### src/rtl/core/poa_pkg.sv
// Shared types and constants for the paged object pool allocator.
package poa_pkg;

   // Fixed widths of the transfer fields and of the layout arithmetic.
   localparam int OFFSET_W      = 17;
   localparam int PAGE_FIELD_W  = 6;
   localparam int COUNT_FIELD_W = 13;
   localparam int SIZE_W        = 11;
   localparam int PITCH_W       = 12;
   localparam int FIRST_W       = 8;
   localparam int CFG_W         = 11;
   localparam int CFG_INDEX_W   = 3;

   // Operation code carried in the request sideband.
   localparam logic OP_FREE = 1'b1;

   // Register indexes of the configuration port.
   localparam logic [CFG_INDEX_W-1:0] CFG_OBJECT_SIZE      = 3'd0;
   localparam logic [CFG_INDEX_W-1:0] CFG_OBJECTS_PER_PAGE = 3'd1;
   localparam logic [CFG_INDEX_W-1:0] CFG_MAX_PAGES        = 3'd2;
   localparam logic [CFG_INDEX_W-1:0] CFG_PAD_BYTES        = 3'd3;
   localparam logic [CFG_INDEX_W-1:0] CFG_HEADER_BYTES     = 3'd4;
   localparam logic [CFG_INDEX_W-1:0] CFG_ALIGN_BYTES      = 3'd5;
   localparam logic [CFG_INDEX_W-1:0] CFG_CHECKS_ENABLE    = 3'd6;

   typedef enum logic [2:0] {
      ST_OK            = 3'd0,
      ST_NO_PAGES      = 3'd1,
      ST_MULTIPLE_FREE = 3'd2,
      ST_BAD_ADDRESS   = 3'd3,
      ST_BAD_BOUNDARY  = 3'd4
   } status_type;

   typedef enum logic [3:0] {
      S_IDLE,
      S_DECODE,
      S_LAYOUT,
      S_POP,
      S_GRANT,
      S_OFFSET,
      S_CHECK,
      S_DIVIDE,
      S_VERIFY,
      S_FINISH
   } state_type;

   typedef struct packed {
      logic [SIZE_W-1:0] object_size;
      logic [6:0]        objects_per_page;
      logic [6:0]        max_pages;
      logic [4:0]        pad_bytes;
      logic [4:0]        header_bytes;
      logic [4:0]        align_bytes;
      logic              checks_enable;
   } cfg_type;

   // Commands from the controller to the datapath.
   typedef struct packed {
      logic       latch_req;
      logic       mul_pages;
      logic       lay_start;
      logic       lay_step;
      logic       pop;
      logic       grant;
      logic       offset_sum;
      logic       div_start;
      logic       free_commit;
      logic       set_status;
      status_type status_code;
   } cmd_type;

   // Status from the datapath to the controller.
   typedef struct packed {
      logic is_free;
      logic stack_empty;
      logic pages_full;
      logic lay_last;
      logic addr_bad;
      logic before_first;
      logic div_busy;
      logic rem_nonzero;
      logic slot_over;
      logic map_bit;
   } stat_type;

endpackage

### src/rtl/core/poa_ctrl.sv
// Controller state machine that sequences allocate and free requests.
module poa_ctrl
   import poa_pkg::*;
(
   input  logic     clock,
   input  logic     reset,
   input  logic     req_tvalid,
   output logic     req_tready,
   input  logic     rsp_free,
   output logic     rsp_load,
   input  stat_type stat,
   output cmd_type  cmd
);

   state_type state_ff, state_in;

   always_ff @(posedge clock) begin
      if (reset) begin
         state_ff <= S_IDLE;
      end else begin
         state_ff <= state_in;
      end
   end

   // Next state and commands.
   always_comb begin
      state_in   = state_ff;
      cmd        = '0;
      req_tready = 1'b0;
      rsp_load   = 1'b0;
      unique case (state_ff)
         S_IDLE: begin
            req_tready = 1'b1;
            if (req_tvalid) begin
               cmd.latch_req = 1'b1;
               state_in      = S_DECODE;
            end
         end
         S_DECODE: begin
            if (stat.is_free) begin
               cmd.mul_pages = 1'b1;
               state_in      = S_CHECK;
            end else if (!stat.stack_empty) begin
               state_in = S_POP;
            end else if (stat.pages_full) begin
               cmd.set_status  = 1'b1;
               cmd.status_code = ST_NO_PAGES;
               state_in        = S_FINISH;
            end else begin
               cmd.lay_start = 1'b1;
               state_in      = S_LAYOUT;
            end
         end
         S_LAYOUT: begin
            cmd.lay_step = 1'b1;
            if (stat.lay_last) begin
               state_in = S_POP;
            end
         end
         S_POP: begin
            cmd.pop  = 1'b1;
            state_in = S_GRANT;
         end
         S_GRANT: begin
            cmd.grant = 1'b1;
            state_in  = S_OFFSET;
         end
         S_OFFSET: begin
            cmd.offset_sum = 1'b1;
            state_in       = S_FINISH;
         end
         S_CHECK: begin
            priority if (stat.addr_bad) begin
               cmd.set_status  = 1'b1;
               cmd.status_code = ST_BAD_ADDRESS;
               state_in        = S_FINISH;
            end else if (stat.before_first) begin
               cmd.set_status  = 1'b1;
               cmd.status_code = ST_BAD_BOUNDARY;
               state_in        = S_FINISH;
            end else begin
               cmd.div_start = 1'b1;
               state_in      = S_DIVIDE;
            end
         end
         S_DIVIDE: begin
            if (!stat.div_busy) begin
               priority if (stat.rem_nonzero) begin
                  cmd.set_status  = 1'b1;
                  cmd.status_code = ST_BAD_BOUNDARY;
                  state_in        = S_FINISH;
               end else if (stat.slot_over) begin
                  cmd.set_status  = 1'b1;
                  cmd.status_code = ST_MULTIPLE_FREE;
                  state_in        = S_FINISH;
               end else begin
                  state_in = S_VERIFY;
               end
            end
         end
         S_VERIFY: begin
            if (stat.map_bit) begin
               cmd.free_commit = 1'b1;
            end else begin
               cmd.set_status  = 1'b1;
               cmd.status_code = ST_MULTIPLE_FREE;
            end
            state_in = S_FINISH;
         end
         S_FINISH: begin
            if (rsp_free) begin
               rsp_load = 1'b1;
               state_in = S_IDLE;
            end
         end
         default: begin
            state_in = S_IDLE;
         end
      endcase
   end

endmodule

### config.mk
export PLATFORM = sky130hd
export DESIGN_NAME = poa_ctrl
export DESIGN_NICKNAME = d
export VERILOG_FILES = /design/src/rtl/core/poa_pkg.sv /design/src/rtl/core/poa_ctrl.sv
export SDC_FILE = /design/constraint.sdc
export NUM_CORES = 1
export LEC_CHECK = 0
export BUFFER_PORTS_ARGS = -buffer_cell sky130_fd_sc_hd__buf_2
export CELL_PAD_IN_SITES_DETAIL_PLACEMENT = 1
export CELL_PAD_IN_SITES_GLOBAL_PLACEMENT = 1
export CORE_UTILIZATION = 28
export DETAILED_ROUTE_END_ITERATION = 7
export GPL_ROUTABILITY_DRIVEN = 0
export PLACE_DENSITY = 0.82
export SLEW_MARGIN = 20
export SYNTH_ARGS = -nofsm -noshare
export SYNTH_HDL_FRONTEND = slang
export SYNTH_SLANG_ARGS = --single-unit
export TNS_END_PERCENT = 1
### constraint.sdc
create_clock -name clock -period 1.4 [get_ports clock]
set_input_delay 0.07 -clock clock [delete_from_list [all_inputs] [get_ports clock]]
set_output_delay 0.07 -clock clock [all_outputs]
set_load 0.03 [all_outputs]
==> flow_summary.yaml, run 1 <==
synth:
  syn-num-nets: 90
  ys_types: 33
  ys_ff_latch: 4
  syn_inst: 76
  yosysWarnings: 0
  ys_seq_area_share_pct: 15.53
  synthArstFlopShare_pct: 0
  synth_ff_type: "dfxtp_1"
  synth_area_per_cell_um2: 6.783
  syn_area_um2: 515.5
  synth_edf_count: 0
cts:
  cts_max_level: 1
  cts_buffers: 3
  clockBufferDepth: 2
  insertion_delay_ns: 0.25
  cts.sinks: 4
  clk_pin_slew_ns: 0.04
  cts_root_buffer: "clkbuf_4"
  cts_tree: "built"
sta:
  hold_viol_final: 0
  setup_slack_ns: -0.2782
  finalSetupViolations: 14
  fmax_mhz: 595.9
  drv_slew: 0
  tightest_slew_ns: 0.4454
  whs_ns: 0.04698
  period_share_pct: 119.9
  post-route-min-period_ns: 1.678
  skew_ns: 0.001833
  rsz0062_at_grt: "true"
  slew_headroom_pct: 69.89
global_routing:
  overflow: 0
  grt_pass1_wl_um: 3643
  grt_use_total_pct: 25.94
  grt_pass1_vias: 789
  grt_start_max_net_pins: 9
  antenna_found_initial: 0
detailed_routing:
  drc: 0
  drtIter0Drc: 6
  vias_per_cell: 5.447
  totalWireLength_um: 2676
  vias: 817
  ant_nets: 0
  detail_route.wl_per_cell_um: 17.84
  drt-pass1-iter-count: 4
floorplanning:
  rows: 15
  ios: 29
  dieArea_um2: 2016
  die_w_um: 44.91
  fp.dieH_um: 44.91
  initial_core_util_pct: 29.86
  core_area_um2: 1727
layout:
  multi_input_area_um2: 511.7
  largest_reg_flops: 4
  antenna_cells: 0
  largestRegisters: "state_ff: 4 flops"
  final_util_pct: 59.49
  largest_register: "state_ff"
  final_common_cell: "buf_4"
  fill_cells: 221
  register_area_um2: 90.09
  final_cell_mix: "buf_4, buf_2, nand2_1, a21oi_1, buf_6"
  fin_cells: 150
  syn2layout_area_growth_pct: 99.27
  fin_nets: 141
  drive_above_1_share_pct: 60.00
setup_path:
  crit_fanout: 5
  required_ns: 1.33
  crit_end: "cmd[10]"
  r2r-start: "state_ff[2]"
  reg2regPathDepth: 6
  arrival_ns: 1.61
  reg2reg_slack_ns: -0.20
  end_kind: "output pin"
  crit_type: "reg2out"
  cp-startpoint: "state_ff[2]"
  cp-start-kind: "register"
  reg2reg_to: "state_ff[0]"
place:
  pre_cts_slack_ns: -0.1238
  io_buffers: 28
  place_inst: 144
  dp_hpwl_um: 1731
power:
  cellPowerDensity_nw_per_um2: 1937
  p_leak_nw: 0.4780
  irDropWorstVdd_mv: 0.7725
  total_power_mw: 1.990
flow_run:
  drv_cap: 0
run_status:
  outcome: "complete, but fails checks"
  violations: "setup timing"
min_path:
  hp-class: "in2reg"
## repair_timing
item / 4_1_cts / 5_1_grt
pin swaps: 3 / 5
setup endpoints to repair: 15 / 17
buffers inserted: 3 / 0
resized for setup: 30 / 11
hold buffers: 0 / 0
## logic make-up (layout without fill, tap and decap cells)
kind of cell / count (synthesis) / after routing / synth area share (%)
AO/OA/AOI/OAI: 18 / 18 / 22.33
buffers and inverters: 8 / 57 / 7.038
flip-flops: 4 / 4 / 15.53
multiplexers: 1 / 1 / 1.942
AND/OR/NAND/NOR: 45 / 45 / 53.16
## cell usage after synthesis, types with 2 or more instances
master / number / area (um2)
nor3_1: 7 / 35.03
nand2_1: 6 / 22.52
a21oi_1: 6 / 30.03
o21ai_0: 3 / 15.01
nor2_1: 5 / 18.77
o311ai_1: 3 / 26.28
buf_2: 2 / 10.01
nand2b_1: 7 / 43.79
or3_1: 3 / 18.77
a21o_1: 2 / 15.01
and3_1: 2 / 12.51
inv_1: 4 / 15.01
and2_1: 3 / 18.77
dfxtp_1: 4 / 80.08
## how the worst min path moves through the flow
stage                     slack (ns)  start           to  cells after the start
after floorplan                 0.14  reset  state_ff[0]                      1
after global placement          0.29  reset  state_ff[0]                      2
after detailed placement        0.30  reset  state_ff[2]                      2
after CTS                       0.04  reset  state_ff[2]                      2
after global routing            0.06  reset  state_ff[0]                      2
final                           0.05  reset  state_ff[0]                      2
## layer usage
| metal | global-route usage, % | share of wire, % | vias to the layer above |
|---|---|---|---|
| met5 | 0 | 0 | - |
| met4 | 11.52 | 2.4 | 0 |
| met3 | 4.800 | 5.0 | 9 |
| met2 | 45.29 | 53 | 31 |
| met1 | 30.75 | 40 | 394 |
| li1 | - | - | 383 |
## area by class of cell
type                            count  share of cell area [%]
Sequential cell                     4                   8.770
Inverter                            4                   1.462
Clock buffer                        3                   2.192
Tap cell                           25                   3.045
Timing Repair Buffer               50                   34.71
Multi-Input combinational cell     64                   49.82
## stage by stage
step / cell area [um2] / TNS, ns
after global routing: 1027 / -2.711
after floorplan: 534.3 / -0.9339
after CTS: 972.2 / -2.107
after global placement: 827.0 / -0.1526
final: 1027 / -1.970
after detailed placement: 827.0 / -0.4892
## power breakdown
part	switching (mW)	leakage, nW	total, mW	internal, mW
Clock	0.0631	0.0138	0.160	0.0970
Sequential	0.0854	0.0350	0.264	0.179
Combinational	0.815	0.429	1.57	0.751
## worst max-delay path, cell delays in order, from the launching register on
cell and delay (ns):
dfxtp_2 0.33, buf_6 0.13, or4b_4 0.52, nor3b_2 0.19, buf_4 0.19
Power figures use the tool's default switching activity.
==> run 2, diff against run 1 <==
- CELL_PAD_IN_SITES_DETAIL_PLACEMENT: 1 -> 0
==> run 2 against run 1 <==
Compared with the run above:
- the run still ends with setup timing left
- global-route usage fell by 5.6 points
- maximum frequency rose by 4.0%
- via count down 6.5%
- sequential share of layout area increased by 0.28 points
- worst hold slack got worse by 0.0089 ns
- critical path depth unchanged
- sequential power is 2% lower
- total power shrank 9.2%
- highest routed layer unchanged
==> flow_summary.yaml, run 2 (synthesis results as in run 1) <==
setup_path:
  arrival_ns: 1.54
  cp-start-kind: "register"
  end_kind: "output pin"
  crit_fanout: 6
  reg2regPathDepth: 5
  crit_type: "reg2out"
  required_ns: 1.33
power:
  p_leak_nw: 0.4635
  total_power_mw: 1.807
  cellPowerDensity_nw_per_um2: 1814
  irDropWorstVdd_mv: 0.7476
cts:
  clk_pin_slew_ns: 0.04
  cts_root_buffer: "clkbuf_4"
  cts_buffers: 3
  cts_tree: "built"
  holdBufCountCts: 0
  clockBufferDepth: 2
  cts.sinks: 4
  insertion_delay_ns: 0.24
  cts_max_level: 1
place:
  dp_hpwl_um: 1409
  place_inst: 144
  pre_cts_slack_ns: -0.1054
  io_buffers: 28
layout:
  register_area_um2: 90.09
  fin_cells: 147
  antenna_cells: 0
  fill_cells: 164
  final_cell_mix: "buf_4, buf_2, buf_6"
  final_util_pct: 57.68
  final_common_cell: "buf_4"
  syn2layout_area_growth_pct: 93.20
  largest_reg_flops: 4
  fin_nets: 138
  largestRegisters: "state_ff: 4 flops"
  drive_above_1_share_pct: 56.56
  multi_input_area_um2: 496.7
  largest_register: "state_ff"
floorplanning:
  core_area_um2: 1727
  dieArea_um2: 2016
  initial_core_util_pct: 29.86
  fp.dieH_um: 44.91
  die_w_um: 44.91
  ios: 29
  rows: 15
detailed_routing:
  ant_nets: 0
  routed.top_layer: "met4"
  drc: 0
  detail_route.wl_per_cell_um: 13.84
  drt-pass1-iter-count: 4
  met3_length_um: 89
  vias: 764
  totalWireLength_um: 2034
  wl_met1_um: 839
  drtIter0Drc: 6
  vias_per_cell: 5.197
  dr_wl_met2_um: 1090
sta:
  drv_slew: 0
  finalSetupViolations: 12
  slew_headroom_pct: 80.41
  period_share_pct: 115.2
  skew_ns: 0.001516
  post-route-min-period_ns: 1.613
  fmax_mhz: 619.9
  tightest_slew_ns: 0.2857
  rsz0062_at_grt: "true"
  setup_slack_ns: -0.2132
  tns_ns: -1.120
  hold_viol_final: 0
global_routing:
  overflow: 0
  grt_start_max_net_pins: 9
  antenna_found_initial: 0
  grt_use_total_pct: 20.30
  grt_pass1_vias: 703
  grt_pass1_wl_um: 3008
flow_run:
  drv_cap: 0
min_path:
  hp-class: "in2reg"
  hold_depth: 2
run_status:
  outcome: "complete, but fails checks"
  violations: "setup timing"
-- run 2: changes by cell type in the layout (fill, tap and decap cells not counted), sizes merged --
cell	previous run	this run
clkbuf	4	3
buf	49	47
-- run 2: area by class of cell --
class,count,area share (%)
clock buffer,3,2.261
inverter,4,1.508
timing repair buffer,47,34.17
sequential,4,9.045
multi-input combinational,64,49.87
tap,25,3.141
-- run 2: path summary, 6_finish.rpt --
kind            endpoint  slack (ns)         from
max              cmd[10]       -0.21  state_ff[2]
min          state_ff[2]        0.04        reset
max reg2reg  state_ff[0]       -0.08  state_ff[2]
min reg2reg  state_ff[0]        0.64  state_ff[0]
-- run 2: worst max-delay path, stage by stage, from the launching register on --
cell and delay (ns):
dfxtp_2 0.33, buf_6 0.13, or4b_4 0.51, nor3b_2 0.16
buf_4 0.18
-- run 2: through the flow --
step	instance area [um2]	hold WS (ns)
after floorplan	534.3	0.1391
after global placement	827.0	0.2874
after detailed placement	827.0	0.2907
after CTS	943.4	0.03642
after global routing	996.0	0.04493
final	996.0	0.03805
-- run 2: power breakdown --
group | switching (mW) | internal [mW] | total (mW)
clock network | 0.0546 | 0.0964 | 0.151
logic | 0.728 | 0.668 | 1.40
registers | 0.0813 | 0.179 | 0.260
-- run 2: what timing repair did --
action / CTS / global route
pin swaps: 1 / 3
setup endpoints to repair: 15 / 16
buffers inserted: 0 / 0
resized for setup: 27 / 12
gates cloned: 0 / 0
-- run 2: layer usage --
metal  global-route usage [%]  up-vias
met1                    24.51      358
met3                    6.000        2
met4                        0        0
met2                    37.65       29
met5                        0        -
li1                         -      375
